===== config.mk =====
export PLATFORM = sky130hd
export DESIGN_NAME = mouse_multi_click_detector_top
export DESIGN_NICKNAME = d
export VERILOG_FILES = /design/src/rtl/mmcd_pkg.sv /design/src/rtl/mmcd_cfg.sv /design/src/rtl/mmcd_core.sv /design/src/rtl/mmcd_out_fifo.sv /design/src/rtl/mouse_multi_click_detector_top.sv
export SDC_FILE = /design/constraint.sdc
export NUM_CORES = 1
export LEC_CHECK = 0
export ABC_AREA = 1
export BUFFER_PORTS_ARGS = -buffer_cell sky130_fd_sc_hd__buf_4
export CAP_MARGIN = 20
export CORE_ASPECT_RATIO = 0.7
export CORE_UTILIZATION = 24
export CTS_BUF_LIST = sky130_fd_sc_hd__clkbuf_4
export DETAILED_ROUTE_END_ITERATION = 6
export GPL_ROUTABILITY_DRIVEN = 0
export PLACE_DENSITY = 0.46
export SLEW_MARGIN = 5
export SYNTH_ARGS = -nofsm -noshare
export SYNTH_HDL_FRONTEND = slang
export SYNTH_SLANG_ARGS = --single-unit

===== constraint.sdc =====
create_clock -name clk -period 5.5 [get_ports clk]
set_input_delay 0.55 -clock clk [delete_from_list [all_inputs] [get_ports clk]]
set_output_delay 0.55 -clock clk [all_outputs]
set_load 0.005 [all_outputs]

===== src/rtl/mmcd_pkg.sv =====
// ----------------------------------------------------------------------------
// mmcd_pkg
// Shared types and constants of the mouse multi-click detector.
// ----------------------------------------------------------------------------
package mmcd_pkg;

	localparam int unsigned OUT_DEPTH = 4;
	localparam int unsigned PADDR_W   = 3;
	localparam int unsigned PDATA_W   = 32;

	localparam logic [7:0]         WINDOW_RESET = 8'd30;
	localparam logic [15:0]        CLICK_EXTEND = 16'd3;
	localparam logic [15:0]        WAIT_SAT_AT  = 16'd65532;
	localparam logic signed [16:0] MOVE_LIMIT   = 17'sd2;

	// register index as decoded from paddr[2]
	localparam logic REG_WINDOW = 1'b0;

	typedef enum logic [1:0] {
		OP_BUTTON = 2'd0,
		OP_TICK   = 2'd1,
		OP_MOVE   = 2'd2
	} opcode_t;

	typedef struct packed {
		logic [7:0] buttons;
		logic [7:0] clicks;
		logic       last;
	} event_t;

	typedef struct packed {
		logic [1:0] count;
		event_t     ev0;
		event_t     ev1;
	} push_t;

endpackage


===== src/rtl/mmcd_cfg.sv =====
// ----------------------------------------------------------------------------
// mmcd_cfg
// APB register file holding the click window length.
// ----------------------------------------------------------------------------
module mmcd_cfg
	import mmcd_pkg::*;
(
	input  logic               clk,
	input  logic               arst_n,
	input  logic               psel,
	input  logic               penable,
	input  logic               pwrite,
	input  logic [PADDR_W-1:0] paddr,
	input  logic [PDATA_W-1:0] pwdata,
	output logic [PDATA_W-1:0] prdata,
	output logic               pready,
	output logic [7:0]         window_ticks
);

	logic [7:0] window_q;
	logic       sel_window;

	assign sel_window   = (paddr[2] == REG_WINDOW);
	assign pready       = 1'b1;
	assign window_ticks = window_q;
	assign prdata       = sel_window ? {{(PDATA_W-8){1'b0}}, window_q} : '0;

	always_ff @(posedge clk or negedge arst_n) begin
		if (!arst_n) begin
			window_q <= WINDOW_RESET;
		end else if (psel && penable && pwrite && pready && sel_window) begin
			window_q <= pwdata[7:0];
		end
	end

endmodule


===== src/rtl/mmcd_core.sv =====
// ----------------------------------------------------------------------------
// mmcd_core
// Input register, click state and event generation, one transaction a cycle while the result queue has room.
// ----------------------------------------------------------------------------
module mmcd_core
	import mmcd_pkg::*;
(
	input  logic              clk,
	input  logic              arst_n,
	input  logic              in_valid,
	output logic              in_ready,
	input  logic [1:0]        opcode,
	input  logic [7:0]        button_state,
	input  logic              multi_click_wanted,
	input  logic [7:0]        tick_amount,
	input  logic signed [15:0] pos_x,
	input  logic signed [15:0] pos_y,
	input  logic [7:0]        window_ticks,
	input  logic              room,
	output push_t             push
);

	logic              valid_s1;
	logic [1:0]        opcode_s1;
	logic [7:0]        buttons_s1;
	logic              multi_s1;
	logic [7:0]        tick_s1;
	logic signed [15:0] pos_x_s1;
	logic signed [15:0] pos_y_s1;

	logic [7:0]  true_q, desired_q, count_q;
	logic [15:0] wait_q;
	logic [15:0] last_x_q, last_y_q;

	logic [7:0]  true_d, desired_d, count_d;
	logic [15:0] wait_d;
	logic [15:0] last_x_d, last_y_d;

	logic              fire;
	logic              waiting;
	logic              do_expire;
	logic [15:0]       amt;
	logic signed [16:0] dx, dy;
	logic              far;
	push_t             push_d;

	assign fire     = valid_s1 && room;
	assign in_ready = !valid_s1 || room;
	assign waiting  = (wait_q != 16'd0);
	assign amt      = {8'd0, tick_s1};
	assign dx       = $signed({last_x_q[15], last_x_q}) - $signed({pos_x_s1[15], pos_x_s1});
	assign dy       = $signed({last_y_q[15], last_y_q}) - $signed({pos_y_s1[15], pos_y_s1});
	assign far      = (dx > MOVE_LIMIT) || (dx < -MOVE_LIMIT)
			|| (dy > MOVE_LIMIT) || (dy < -MOVE_LIMIT);

	always_comb begin
		true_d    = true_q;
		desired_d = desired_q;
		count_d   = count_q;
		wait_d    = wait_q;
		last_x_d  = last_x_q;
		last_y_d  = last_y_q;
		do_expire = 1'b0;
		push_d    = '0;
		case (opcode_t'(opcode_s1))
			OP_BUTTON: begin
				if (buttons_s1 != true_q) begin
					if (waiting) begin
						if (buttons_s1 == desired_q) begin
							if (count_q != 8'hFF) begin
								count_d = count_q + 8'd1;
							end
							wait_d = (wait_q > WAIT_SAT_AT) ? 16'hFFFF : wait_q + CLICK_EXTEND;
						end
					end else if (multi_s1 && buttons_s1 != 8'd0) begin
						count_d   = 8'd1;
						desired_d = buttons_s1;
						wait_d    = (window_ticks == 8'd0) ? 16'd1 : {8'd0, window_ticks};
					end else begin
						push_d.count = 2'd1;
						push_d.ev0   = '{buttons: buttons_s1, clicks: 8'd1, last: 1'b1};
					end
					true_d = buttons_s1;
				end
			end
			OP_TICK: begin
				if (waiting && amt != 16'd0) begin
					if (amt >= wait_q) begin
						do_expire = 1'b1;
					end else begin
						wait_d = wait_q - amt;
					end
				end
			end
			OP_MOVE: begin
				do_expire = waiting && far;
				last_x_d  = pos_x_s1;
				last_y_d  = pos_y_s1;
			end
			default: begin
			end
		endcase
		if (do_expire) begin
			wait_d       = 16'd0;
			push_d.count = (desired_q != true_q) ? 2'd2 : 2'd1;
			push_d.ev0   = '{buttons: desired_q, clicks: count_q, last: (desired_q == true_q)};
			push_d.ev1   = '{buttons: true_q, clicks: 8'd1, last: 1'b1};
		end
		if (!fire) begin
			push_d.count = 2'd0;
		end
	end

	assign push = push_d;

	always_ff @(posedge clk or negedge arst_n) begin
		if (!arst_n) begin
			valid_s1  <= 1'b0;
			true_q    <= '0;
			desired_q <= '0;
			count_q   <= '0;
			wait_q    <= '0;
			last_x_q  <= '0;
			last_y_q  <= '0;
		end else begin
			if (in_valid && in_ready) begin
				valid_s1 <= 1'b1;
			end else if (fire) begin
				valid_s1 <= 1'b0;
			end
			if (fire) begin
				true_q    <= true_d;
				desired_q <= desired_d;
				count_q   <= count_d;
				wait_q    <= wait_d;
				last_x_q  <= last_x_d;
				last_y_q  <= last_y_d;
			end
		end
	end

	always_ff @(posedge clk) begin
		if (in_valid && in_ready) begin
			opcode_s1  <= opcode;
			buttons_s1 <= button_state;
			multi_s1   <= multi_click_wanted;
			tick_s1    <= tick_amount;
			pos_x_s1   <= pos_x;
			pos_y_s1   <= pos_y;
		end
	end

endmodule


===== src/rtl/mmcd_out_fifo.sv =====
// ----------------------------------------------------------------------------
// mmcd_out_fifo
// Result queue taking up to two events per cycle and giving one per cycle while out_ready is high.
// ----------------------------------------------------------------------------
module mmcd_out_fifo
	import mmcd_pkg::*;
#(
	parameter int unsigned DEPTH = OUT_DEPTH
) (
	input  logic       clk,
	input  logic       arst_n,
	input  push_t      push,
	output logic       room,
	output logic       out_valid,
	input  logic       out_ready,
	output logic [7:0] event_buttons,
	output logic [7:0] event_clicks,
	output logic       last
);

	localparam int unsigned PW = (DEPTH > 1) ? $clog2(DEPTH) : 1;
	localparam int unsigned CW = $clog2(DEPTH + 1);

	event_t        mem_q [DEPTH];
	logic [PW-1:0] wptr_q, rptr_q, wptr_nx;
	logic [CW-1:0] count_q;
	logic          pop;
	event_t        head;

	function automatic logic [PW-1:0] next_ptr(input logic [PW-1:0] p);
		next_ptr = (p == PW'(DEPTH - 1)) ? '0 : p + 1'b1;
	endfunction

	assign wptr_nx       = next_ptr(wptr_q);
	assign pop           = out_valid && out_ready;
	assign room          = (count_q <= CW'(DEPTH - 2));
	assign out_valid     = (count_q != '0);
	assign head          = mem_q[rptr_q];
	assign event_buttons = head.buttons;
	assign event_clicks  = head.clicks;
	assign last          = head.last;

	always_ff @(posedge clk or negedge arst_n) begin
		if (!arst_n) begin
			wptr_q  <= '0;
			rptr_q  <= '0;
			count_q <= '0;
		end else begin
			case (push.count)
				2'd1:    wptr_q <= wptr_nx;
				2'd2:    wptr_q <= next_ptr(wptr_nx);
				default: wptr_q <= wptr_q;
			endcase
			if (pop) begin
				rptr_q <= next_ptr(rptr_q);
			end
			count_q <= count_q + CW'(push.count) - CW'(pop);
		end
	end

	always_ff @(posedge clk) begin
		if (push.count != 2'd0) begin
			mem_q[wptr_q] <= push.ev0;
		end
		if (push.count == 2'd2) begin
			mem_q[wptr_nx] <= push.ev1;
		end
	end

endmodule


===== src/rtl/mouse_multi_click_detector_top.sv =====
// ----------------------------------------------------------------------------
// mouse_multi_click_detector_top
// Mouse multi-click detector: button, tick and move transactions in,
// button events with click counts out.
//
//   channel  direction  handshake            payload
//   in       input      in_valid/in_ready    opcode, button_state,
//                                            multi_click_wanted, tick_amount,
//                                            pos_x, pos_y
//   out      output     out_valid/out_ready  event_buttons, event_clicks, last
//   cfg      input      APB psel/penable     click_window_ticks at 0x0
//
// One transaction is accepted per cycle unless the input stalls; it is held in
// the input register, evaluated there, and its zero, one or two events enter
// the result queue when it leaves. The queue is emptied one event per cycle
// while out_ready is high, which holds back transactions giving two events.
// Input stalls while a held transaction waits for two free queue entries.
// Reset clears click state, input valid flag and queue; window resets to 30.
// ----------------------------------------------------------------------------
module mouse_multi_click_detector_top
	import mmcd_pkg::*;
#(
	parameter int unsigned OUT_DEPTH = mmcd_pkg::OUT_DEPTH
) (
	input  logic               clk,
	input  logic               arst_n,
	input  logic               in_valid,
	output logic               in_ready,
	input  logic [1:0]         opcode,
	input  logic [7:0]         button_state,
	input  logic               multi_click_wanted,
	input  logic [7:0]         tick_amount,
	input  logic signed [15:0] pos_x,
	input  logic signed [15:0] pos_y,
	output logic               out_valid,
	input  logic               out_ready,
	output logic [7:0]         event_buttons,
	output logic [7:0]         event_clicks,
	output logic               last,
	input  logic               psel,
	input  logic               penable,
	input  logic               pwrite,
	input  logic [PADDR_W-1:0] paddr,
	input  logic [PDATA_W-1:0] pwdata,
	output logic [PDATA_W-1:0] prdata,
	output logic               pready
);

	logic [7:0] window_ticks;
	logic       room;
	push_t      push;

	mmcd_cfg u_cfg (
		.clk          (clk),
		.arst_n       (arst_n),
		.psel         (psel),
		.penable      (penable),
		.pwrite       (pwrite),
		.paddr        (paddr),
		.pwdata       (pwdata),
		.prdata       (prdata),
		.pready       (pready),
		.window_ticks (window_ticks)
	);

	mmcd_core u_core (
		.clk                (clk),
		.arst_n             (arst_n),
		.in_valid           (in_valid),
		.in_ready           (in_ready),
		.opcode             (opcode),
		.button_state       (button_state),
		.multi_click_wanted (multi_click_wanted),
		.tick_amount        (tick_amount),
		.pos_x              (pos_x),
		.pos_y              (pos_y),
		.window_ticks       (window_ticks),
		.room               (room),
		.push               (push)
	);

	mmcd_out_fifo #(
		.DEPTH (OUT_DEPTH)
	) u_out (
		.clk           (clk),
		.arst_n        (arst_n),
		.push          (push),
		.room          (room),
		.out_valid     (out_valid),
		.out_ready     (out_ready),
		.event_buttons (event_buttons),
		.event_clicks  (event_clicks),
		.last          (last)
	);

endmodule


* After elaboration in Yosys (flattened, before gate mapping)
Memories as Yosys holds them, arrays and structs flattened.
Index checks and enable logic that the tools add are counted.
W data, S select, Z words.
** Word-level totals
- Bits in latches :: 0
- Bits in read-only memories :: 0
- Memories :: 1
- Input port bits :: 93
- Logic and storage cells :: 121
- Output and inout port bits :: 52
- Memory bits (writable) :: 68
- Flip-flop bits (word level) :: 139
** Memories
- u_out.mem_q :: words 4, width 17, read ports 1, clocked after memory_dff 0, write ports 2, RTL line mmcd_out_fifo.sv:24 : event_t mem_q [DEPTH];
** Cells by class
- Order comparisons :: 7
- Multiplexer cells :: 35
- Equality and inequality tests :: 19
- Multiply operators :: 0
- Shift-type cells :: 0
- Bitwise operators :: 2
- Reduce and logical (&&, ||, !) cells :: 30
- Add/subtract/negate cells :: 10
- Div/mod/pow operators :: 0
** Operator list (count)
- $mux W16 :: 8
- $mux W19 :: 3
- $mux W8 :: 6
- $mux W36 :: 1
- $gt A17 B3 Y1 const B :: 2
- $lt A17 B2 Y1 const B :: 2
- $sub A16 B16 Y17 :: 2
- $pmux W16 S2 :: 1
- $reduce_bool A16 Y1 :: 2
- $mux W18 :: 1
- $add A16 B2 Y16 const B :: 1
- $eq A8 B8 Y1 :: 2
- $ge A8 B16 Y1 :: 1
- $gt A16 B16 Y1 const B :: 1
- $ne A8 B8 Y1 :: 2
- $sub A16 B8 Y16 :: 1
- $eq A2 B2 Y1 const B :: 5
- $mux W2 :: 5
- $logic_and A1 B1 Y1 :: 9
- $add A8 B1 Y8 const B :: 1
- $logic_not A8 Y1 :: 1
- $mux W1 :: 8
- $ne A8 B8 Y1 const B :: 1
- $reduce_bool A2 Y1 :: 4
- other kinds (23) :: 33

* Logic depth before layout (Yosys ltp)
Gate-level depths: netlist of run 1.
- Depth in word-level cells :: 12
- Mapped depth :: 32
- Depth with buffers taken out :: 29

* Modules after synthesis
From an unflattened synthesis of run 1, not the netlist that was laid out.
** Second synthesis, totals
- Cells, all modules :: 1688
- Area total of the unflattened synthesis :: 13406.6 um^2
** Modules (own cells, without submodules)
- mmcd_core :: area each 8664.6 um^2, cells an instance 1209, times used 1
- mmcd_out_fifo :: area each 4127.7 um^2, cells an instance 398, times used 1
- mmcd_cfg :: area each 614.3 um^2, cells an instance 81, times used 1

* Worst setup path after synthesis of run 1
Ideal clock, no wire load.
- Path type :: flip-flop to flip-flop
- Start :: register u_core.pos_y_s1[0]
- End :: memory u_out.mem_q[0][10] (netlist name) (data pin)
- Buffers on the path :: 3
- Path slack :: 1.361 ns
- Required time :: 5.370 ns
- Arrival :: 4.009 ns
- Stages on the path, launching flop included :: 29
- Path through :: edfxtp_1 -> ha_1 -> fa_1 -> inv_1 -> nand2_1 -> nand2_1 -> nand3_1 -> nand2_1 -> nand3_1 -> nand4_1 -> xor2_1 -> inv_1 -> nand3_1 -> nand2_1 -> nand2_1 -> nand2_1 -> nand2_2 -> buf_4 -> nand3_1 -> nand2_1 -> nand2_1 -> ha_1 -> clkbuf_1 -> nand2_1 -> clkinv_1 -> nor2_1 -> clkbuf_1 -> nand2_1 -> nand2_1
** RTL lines
- start, declared :: RTL line mmcd_core.sv:29 : logic signed [15:0] pos_y_s1;
- start signal, assigned :: RTL line mmcd_core.sv:149 : pos_y_s1 <= pos_y;
- end, declared :: RTL line mmcd_out_fifo.sv:24

==> run metrics, run 1 <==
status=complete, no violations; Post-synth top flop=edfxtp_1; Max Cap Viol=0; Fin Clk Skew=0.0502 ns; post-detail-place hpwl=26.8 mm; Mapped Area=13000 um2; via-per-instance ratio=4.36; Die Span Y=196 um; synth-to-layout area growth=22.6%; Post-layout nets=2083; Crit Path Class=register to register; WP buf/inv=4; Critical-path top delay cell=edfxtp_1; CP max FO=11; io pins=145; worst skew pair latency=0.79 ns; EDFF count, synth=91; Hold Fails Final Rpt=0; first-pass GRT wire length=60.7 mm; initial antenna violation count=3; First-pass DRT Iterations=5; DRT iter0 DRCs=724; Crit. End Element=register; Starting Density=24.5%; Synth Instances=1735; P_int=4.30 mW; HP Class=primary input to register; Clock power frac=19.9%; RSZ-0062 raised after global routing=false; switch share=45.4%; vias=11.8k; Max VDD drop=135 uV; Routed Antenna Nets=0; chip width=280 um; post-synthesis register bit count=207; CTS max path bufs=3; Multi-input gate area=6350 um2; Clock Pin Slew Worst Setup and Hold Paths=0.07 ns; full die area=55000 um2; row cnt=70; final slew viol count=0; GR Util met1=20.1%; final core utilization=30.1%; DR WL/cell=13.8 um; share of layout cells above drive strength 1=12.3%; total wire length=37.3 mm; post-synthesis sequential area ratio=42.4%; Top Usage Layer GRT=met2; f_max=210 MHz; Max stage delay on crit path=0.39 ns; core area=52800 um2; GR met3 Demand/Resource=2.63%; # fillers=5655; final worst path period share=86.7%; CP Launch Type=register; Post-synth ARST share=42.5%; pin count of the biggest net entering global routing=65; Leakage=7.63 nW; most used cell, CP=nand2_1; htree depth=2; sequential cell area=5500 um2; Flop pwr share=29.5%; Overall Power=7.87 mW; Worst Path Required=6.16 ns; distinct cell type count after synthesis=52; Arr. time, crit path=5.42 ns; TritonCTS clock tree=built; count of final setup violators=0; total negative slack=0 ns; input/output buffers=93; measured slew at the worst slew-check pin=0.925 ns; minimum clock period=4.77 ns; Resized cells post-CTS=0; GRT met2 Usage=20.3%; syn avg cell area=7.47 um2; Ys Warns=0; worst relative slew slack=36.8%; number of global-route vias before repair=11.4k; clock buffer count from CTS=59; # Post-CTS Setup Buffers=0; Comb power frac=50.6%; switching pwr=3.57 mW; clock root cell=clkbuf_4; GRT Residual Overflow=0; # DRC=0; cts hold-fix bufs=61; Top delay family on crit path=simple AND/OR/NAND/NOR gates; Tot GR Track Use=13.8%; clk sinks=207; PD cells=495 nW/um2
metal layers:
metal | vias up | part of all wire (%) | wire length [um]
met1 | 5375 | 52 | 19400
met2 | 294 | 41 | 15200
met4 | 0 | 2.2 | 812
met5 | - | 0 | 0
met3 | 59 | 5.1 | 1900
li1 | 6031 | - | -
metrics by stage:
stage / cells / instance area, um2 / worst slack (ns) / hold WS (ns)
finish: 2700 / 15900 / 0.732 / 0.276
global route: 2700 / 15900 / 0.104 / 0.211
CTS: 2697 / 15900 / 0.688 / 0.148
detailed placement: 2524 / 14500 / 0.721 / 0.460
global placement: 2523 / 14400 / 0.821 / 0.456
floorplan: 1758 / 13100 / 1.36 / 0.254
flip-flops by register name, indices dropped and copies added, names as in the netlist:
name and flops:
u_out.rptr_q 2, u_out.count_q 3, u_core.buttons_s1 8, u_core.desired_q 8
u_core.pos_x_s1 16, u_core.true_q 8, u_core.wait_q 16, u_core.last_x_q 16
u_core.last_y_q 16, u_core.valid_s1 1, u_core.tick_s1 8, u_out.wptr_q 2
u_core.multi_s1 1, u_out.mem_q 68, u_core.count_q 8, u_cfg.window_ticks 8
u_core.pos_y_s1 16, u_core.opcode_s1 2
synth_stat cells, types with 6 or more instances:
cell type  instances  share of area [%]
nand2_1          562                 16
inv_1            218                6.3
nor2_1           154                4.5
nand3_1          107                4.1
edfxtp_1          91                 21
o21ai_0           90                3.5
dfrtp_1           84                 16
ha_1              60                5.8
a21oi_1           57                2.2
nand4_1           45                2.2
clkbuf_1          33               0.96
dfxtp_1           28                4.3
o21a_1            28                1.6
buf_4             26                1.5
o22ai_1           20               0.97
xor2_1            15                1.0
nor3_1            14               0.54
nor4_1            12               0.58
nor2_4            10               0.87
xnor2_1           10               0.68
a31oi_1            6               0.29
nand2_2            6               0.29
kinds of logic after synthesis:
| logic type | share of synthesized area, % |
|---|---|
| adder cells (fa/ha/maj) | 6.41 |
| other | 0.0579 |
| AO/OA/AOI/OAI | 9.69 |
| AND/OR/NAND/NOR | 30.2 |
| buffers and inverters | 9.42 |
| flip-flops | 42.4 |
| multiplexers | 0.0772 |
| XOR/XNOR | 1.69 |
power by group through the flow:
stage	Combinational (mW)	Sequential, mW	Clock (mW)
after global routing	4.57	2.38	1.73
after detailed placement	3.95	2.35	0
after global placement	3.87	2.35	0
after CTS	4.01	2.32	1.65
final	3.98	2.32	1.57
after floorplan	2.92	2.24	0
tightest hold or removal path, cell delays in order:
cell and delay [ns]:
buf_4 0.13, a21boi_0 0.18, nand2_1 0.07, o21ai_0 0.06
final timing paths:
check                                   start                  to  slack (ns)  cells past startpoint
min reg2reg                 u_out.mem_q[2][8]   u_out.mem_q[2][8]        0.47                      2
max                        u_core.pos_y_s1[0]  u_out.mem_q[1][12]        0.73                     26
max reg2reg                u_core.pos_y_s1[0]  u_out.mem_q[1][12]        0.73                     26
max in group asynchronous              arst_n  u_core.last_x_q[9]        4.05                      3
min in group asynchronous              arst_n    u_core.true_q[4]        0.47                      2
min                                 out_ready     u_out.rptr_q[1]        0.28                      4
layout make-up:
class / instances / share of cell area [%]
antenna: 3 / 0.0472
clock buffer: 90 / 4.25
clock inverter: 22 / 0.913
multi-input combinational: 1260 / 39.9
inverter: 224 / 5.29
timing repair buffer: 174 / 9.30
sequential: 207 / 34.6
tap: 720 / 5.67
layout by cell type (no fill, tap or decap), drive strengths merged, types with 45 or more instances in the layout:
cell type and count:
dfrtp 84, a21oi 57, nand4 45, nor2 166, clkbuf 90, dlygate4sd3 61
edfxtp 91, nand2 570, ha 60, nand3 108, o21ai 91, buf 113
inv 221
Note: power is estimated with default switching activity, not from simulation.
==> inputs of run 2 (changes only) <==
--- a/config.mk
+++ b/config.mk
@@ -12,3 +12,3 @@
 export CORE_UTILIZATION = 24
-export CTS_BUF_LIST = sky130_fd_sc_hd__clkbuf_4
+export CTS_BUF_LIST = sky130_fd_sc_hd__clkbuf_2 sky130_fd_sc_hd__clkbuf_4 sky130_fd_sc_hd__clkbuf_8
 export DETAILED_ROUTE_END_ITERATION = 6
==> constraint.sdc (replaced) <==
create_clock -name clk -period 5.5 [get_ports clk]
set_input_delay 1.1 -clock clk [delete_from_list [all_inputs] [get_ports clk]]
set_output_delay 1.1 -clock clk [all_outputs]
set_load 0.005 [all_outputs]
==> run 2 against run 1 <==
- the flow now finishes with violations (DRC)
- critical endpoint is now u_out.mem_q[3][16]
- clock power up 7%
- first-iteration DRC count up 2.8%
- count of clock-buffer cells in the layout down 34
- sequential power about the same
- global-route usage down 0.31 points
==> run metrics, run 2 (synthesized netlist as in run 1, its figures left out) <==
Overall Power=7.94 mW (+0.87%); leading cell types in the layout, fill and taps excluded=562 x nand2_1, 218 x inv_1, 152 x nor2_1; core area=52800 um2 (unchanged); Critical-path top delay cell=nand2_1; Comb power frac=49.6% (-1.0 points); # Post-CTS Setup Buffers=0 (unchanged); htree depth=2 (unchanged); initial antenna violation count=2 (-1); share of layout cells above drive strength 1=11.6% (-0.70 points); Clock Pin Slew Worst Setup and Hold Paths=0.06 ns (about the same); io pins=145 (unchanged); total wire length=36.9 mm (-0.93%); Leakage=7.36 nW (-3.5%); vias=11.4k (-3.1%); Post-layout nets=2007 (-3.6%); DR WL/cell=14.2 um (+2.8%); worst relative slew slack=41.0% (+4.2 points); First-pass DRT Iterations=7 (+2); final slew viol count=0 (unchanged); TritonCTS clock tree=built; Flop pwr share=29.3% (-0.2 points); count of final setup violators=0 (unchanged); final worst path period share=85.3% (-1.4 points); fin area=15300 um2 (-3.5%); status=complete, but fails checks; Crit Path Class=register to register; Starting Density=24.5% (unchanged); cts hold-fix bufs=0 (-100%); Max Cap Viol=0 (unchanged); Resized cells post-CTS=0 (unchanged); chip width=280 um (unchanged); total negative slack=0 ns (unchanged); Max stage delay on crit path=0.54 ns (+0.15 ns); Die Span Y=196 um (unchanged); minimum clock period=4.69 ns (-0.0779 ns); via-per-instance ratio=4.38 (+0.63%); row cnt=70 (unchanged); most used cell, CP=nand2_1; Tot GR Track Use=13.5% (-0.31 points); CP max FO=11 (unchanged); Placed Cells=2527 (+0.12%); first-pass GRT wire length=59.1 mm (-2.7%); pin count of the biggest net entering global routing=65 (unchanged); filler-free cell count of the finished design=2601 (-3.7%); Reg with most FFs=u_out.mem_q; f_max=213 MHz (+1.7%); # DRC=5 (+5); Arr. time, crit path=4.93 ns (-0.49 ns); Worst Path Required=5.74 ns (-0.42 ns); input/output buffers=93 (unchanged); most common cell after layout, fill and taps aside=nand2_1; Hold Slack=0.465 ns (+0.189 ns); RSZ-0062 raised after global routing=false; max reg flops=68 (unchanged); Routed Antenna Nets=0 (unchanged); # fillers=5651 (-0.071%); failing checks=DRC; CP Launch Type=register; Crit. End Element=register; CTS max path bufs=3 (unchanged); Max VDD drop=148 uV (+10%); P_int=4.36 mW (+1.3%); Clock power frac=21.1% (+1.2 points); Hold Fails Final Rpt=0 (unchanged); DRT iter0 DRCs=744 (+2.8%); n_diodes=0 (-3); final core utilization=29.0% (-1.1 points); Fin Clk Skew=0.0250 ns (-0.0251 ns); number of global-route vias before repair=11.0k (-3.8%); clock buffer count from CTS=40 (-32%); worst skew pair latency=0.60 ns (-0.19 ns); clock root cell=clkbuf_8; measured slew at the worst slew-check pin=0.885 ns (-0.0398 ns); synth-to-layout area growth=18.3%; GRT Residual Overflow=0 (unchanged); full die area=55000 um2 (unchanged); switching pwr=3.58 mW (+0.31%); critical-path cell list=ha_1, fa_1, inv_1, nand3_1, nand2_2, nand2_1, nand2_2, nand3_1, nand2_1, nand2_1, nand2_1, nand3_1, nor2_1, nand2_1, nand2_1, nand2_1, nand2_1, nand2_2, nand3_1, nand2_1, nand2_1, ha_1, nand2_1, nand2_1; switch share=45.1% (-0.25 points); min setup slack post-route=0.810 ns (+0.0779 ns); clk sinks=207 (unchanged); post-detail-place hpwl=26.8 mm (-0.23%); pre-CTS setup slack=0.795 ns (+0.0733 ns); DP Area=14500 um2 (+0.13%); HP Class=register to register; PD cells=517 nW/um2 (+4.6%)
## run 2: cell types whose count changed in the layout (fill, tap and decap cells not counted), sizes merged
cell / change
buf: +4
clkbuf: -34
clkinv: -7
diode: -3
dlygate4sd3: -61
inv: +2
## run 2: area by class of cell
type | instances | area, um2 | area share, %
clock buffers | 56 | 696 | 4.54
repair buffers | 117 | 902 | 5.88
clock inverters | 17 | 146 | 0.954
well taps | 720 | 901 | 5.87
flip-flops and latches | 207 | 5500 | 35.9
inverters | 224 | 841 | 5.48
multi-input cells | 1260 | 6350 | 41.4
## run 2: routing by layer
layer / share of wire (%) / track usage [%] / routed length (um)
met3: 5.4 / 2.77 / 2010
met5: 0.060 / 0 / 22
met1: 52 / 19.9 / 19200
met4: 1.7 / 4.03 / 631
met2: 41 / 19.6 / 15000
## run 2: power by group through the flow
stage	sequential (mW)	combinational (mW)	clock [mW]
2_1_floorplan	2.24	2.92	0
3_3_place_gp	2.35	3.87	0
3_5_place_dp	2.35	3.94	0
4_1_cts	2.32	3.96	1.74
5_1_grt	2.38	4.53	1.81
6_report	2.33	3.94	1.68
## run 2: critical path, delay by kind of cell, from the launching register on
kind	cells	cell delay, ns
buffers and inverters	1	0.07
adders and majority gates	3	0.93
DFF	1	0.40
and+or+nand+nor	20	2.91
## run 2: final timing paths
path	cells past startpoint	to	start	slack (ns)
setup / recovery	24	u_out.mem_q[3][16]	u_core.pos_x_s1[0]	0.81
setup reg to reg	24	u_out.mem_q[3][16]	u_core.pos_x_s1[0]	0.81
hold reg to reg	2	u_out.mem_q[2][4]	u_out.mem_q[2][4]	0.47
min in group asynchronous	1	u_core.desired_q[1]	arst_n	0.63
max in group asynchronous	2	u_core.last_x_q[10]	arst_n	3.87
hold / removal	2	u_out.mem_q[2][4]	u_out.mem_q[2][4]	0.47
==> inputs of run 3 (changes only) <==
- ABC_AREA: 1 -> unset
- CTS_CLUSTER_SIZE: unset -> 12
==> run 3 against run 2 <==
- the flow now finishes without violations
- utilization rose by 0.14 points
- clock power rose by 10%
- hold slack worse by 0.0022 ns
- sequential power increased by 3%
- largest power group unchanged
- area after synthesis decreased by 0.52%
- final cell count decreased by 17%
- clock skew increased by 0.0066 ns
- critical path type unchanged
- die area is 0.52% lower
==> run metrics, run 3 <==
Overall Power=7.71 mW (-2.8%); TritonCTS clock tree=built; Clock Pin Slew Worst Setup and Hold Paths=0.06 ns (about the same); distinct cell type count after synthesis=84 (+62%); most instantiated cells after synthesis=127 x nand2_1, 91 x edfxtp_1, 85 x o21ai_0, 84 x dfrtp_1; Routed Antenna Nets=0 (unchanged); Arr. time, crit path=5.52 ns (+0.59 ns); Reg2Reg Setup Slack=0.43 ns (-0.38 ns); final worst path period share=92.1% (+6.9 points); row cnt=70 (unchanged); first-pass GRT wire length=57.9 mm (-2.0%); worst skew pair latency=0.59 ns (about the same); Starting Density=24.5% (-0.047 points); Mapped Area=12900 um2 (-0.52%); leading cell types in the layout, fill and taps excluded=128 x buf_4, 126 x nand2_1, 91 x edfxtp_1; Max Cap Viol=0 (unchanged); RSZ-0062 raised after global routing=false; minimum clock period=5.07 ns (+0.378 ns); top cells by area, synth=edfxtp_1 21%, dfrtp_1 16%, ha_1 5.8%; GRT Residual Overflow=0 (unchanged); pin count of the biggest net entering global routing=63 (-3.1%); HP Class=register to register; # fillers=5513 (-2.4%); Fin Clk Skew=0.0316 ns (+0.00659 ns); initial antenna violation count=0 (-2); via-per-instance ratio=4.80 (+9.5%); cts hold-fix bufs=0 (unchanged); clk sinks=207 (unchanged); Crit Path Class=register to register; Multi-input gate area=6660 um2 (+4.9%); CTS max path bufs=3 (unchanged); # Post-CTS Setup Buffers=0 (unchanged); max reg flops=68 (unchanged); Hold Slack=0.463 ns (-0.00219 ns); Die Span Y=196 um (-0.26%); share of layout cells above drive strength 1=20.1% (+8.5 points); vias=10.3k (-9.5%); worst relative slew slack=38.4% (-2.6 points); synth-to-layout area growth=19.1%; n_diodes=0 (unchanged); cell with the most instances after synthesis=nand2_1; number of global-route vias before repair=10.2k (-7.1%); Crit. End Element=register; f_max=197 MHz (-7.5%); sequential cell area=5500 um2 (unchanged); post-synthesis register bit count=207 (unchanged); Reg with most FFs=u_out.mem_q; post-synthesis sequential area ratio=42.6% (+0.22 points); Hold Fails Final Rpt=0 (unchanged); io pins=145 (unchanged); Ys Warns=0 (unchanged); final slew viol count=0 (unchanged); pre-CTS setup slack=0.444 ns (-0.350 ns); Post-synth top flop=edfxtp_1; core area=52600 um2 (-0.33%); min setup slack post-route=0.432 ns (-0.378 ns); DR WL/cell=17.0 um (+20%); most common cell after layout, fill and taps aside=buf_4; DRT iter0 DRCs=723 (-2.8%); Tot GR Track Use=13.4% (-0.11 points); Resized cells post-CTS=0 (unchanged); syn avg cell area=9.85 um2 (+32%); Leakage=6.18 nW (-16%); htree depth=2 (unchanged); chip width=279 um (-0.26%); PD cells=502 nW/um2 (-2.9%); input/output buffers=93 (unchanged); total wire length=36.6 mm (-0.82%); # DRC=0 (-5); status=complete, no violations; EDFF count, synth=91 (unchanged); clock buffer count from CTS=40 (unchanged); count of final setup violators=0 (unchanged); Post-layout nets=1555 (-23%); full die area=54700 um2 (-0.52%); post-synth top area share=21.2% (+0.11 points); measured slew at the worst slew-check pin=0.923 ns (+0.0384 ns); CP max FO=11 (unchanged); Worst Path Required=5.96 ns (+0.22 ns); total negative slack=0 ns (unchanged); Synth area leader=edfxtp_1; Max VDD drop=188 uV (+26%); post-detail-place hpwl=26.2 mm (-2.0%); Post-synth ARST share=42.5% (unchanged); First-pass DRT Iterations=5 (-2); clock root cell=clkbuf_8; CP Launch Type=register; final core utilization=29.2% (+0.14 points); Synth Instances=1309 (-25%)
==> run 3: cell types whose count changed in the layout (fill, tap and decap cells not counted), sizes merged, moves of 20 or more <==
cell	delta
nand4	-31
nor2b	+20
o21a	-22
o21ai	+23
a32o	+37
inv	-148
mux2	+29
a22oi	+33
nor2	-91
nand3	-89
nand2	-443
==> run 3: final timing paths <==
path                                    start                    end  depth (start not counted)
max in group asynchronous              arst_n  u_cfg.window_ticks[5]                          2
max                        u_core.pos_y_s1[0]      u_out.mem_q[3][6]                         18
min reg2reg                 u_out.mem_q[3][8]      u_out.mem_q[3][8]                          1
min                         u_out.mem_q[3][8]      u_out.mem_q[3][8]                          1
min in group asynchronous              arst_n    u_core.last_x_q[15]                          1
max reg2reg                u_core.pos_y_s1[0]      u_out.mem_q[3][6]                         18
==> run 3: critical path, cell delays in order (launching register included) <==
cell and delay (ns):
edfxtp_1 0.39, ha_1 0.22, fa_1 0.42, nand2b_1 0.21, a211oi_4 0.39, or4b_2 0.20, nand3_1 0.20, a21oi_1 0.16
or4b_1 0.48, and4b_1 0.28, o22ai_1 0.20, o211ai_1 0.30, a21o_1 0.18, ha_1 0.24, and2_1 0.35, nor2_1 0.09
buf_4 0.21, buf_4 0.19, a32o_1 0.25
==> run 3: where the power goes <==
group / switching [mW] / total [mW] / internal (mW)
clock: 0.738 / 1.85 / 1.11
sequential: 0.413 / 2.40 / 1.99
combinational: 2.00 / 3.47 / 1.46
==> run 3: layout make-up <==
cell class / count / area share [%]
timing repair buffer: 133 / 6.96
multi-input combinational: 942 / 43.4
sequential: 207 / 35.8
clock buffer: 65 / 5.21
inverter: 74 / 1.81
tap: 720 / 5.87
clock inverter: 9 / 0.986
==> run 3: logic make-up after synthesis <==
logic type	after synthesis	share of synthesized area [%]
adder cells (fa/ha/maj)	64	6.44
multiplexers	49	5.73
other	2	0.0582
AO/OA/AOI/OAI	371	19.8
AND/OR/NAND/NOR	374	14.8
buffers and inverters	183	6.52
flip-flops	207	42.6
XOR/XNOR	59	4.01
==> run 3: metrics by stage <==
step                      instance area [um2]  instances
after floorplan                         13000       1332
final                                   15400       2150
after CTS                               15300       2149
after global placement                  14400       2075
after detailed placement                14400       2075
after global routing                    15400       2150
==> run 3: routing by layer <==
metal / wire [um] / GRT usage (%) / share of wire, % / up-vias
met5: 0 / 0 / 0 / -
met4: 650 / 3.83 / 1.8 / 0
met3: 1980 / 3.06 / 5.4 / 54
met2: 14800 / 18.6 / 40 / 274
met1: 19200 / 20.3 / 53 / 5020
li1: - / - / - / 4968
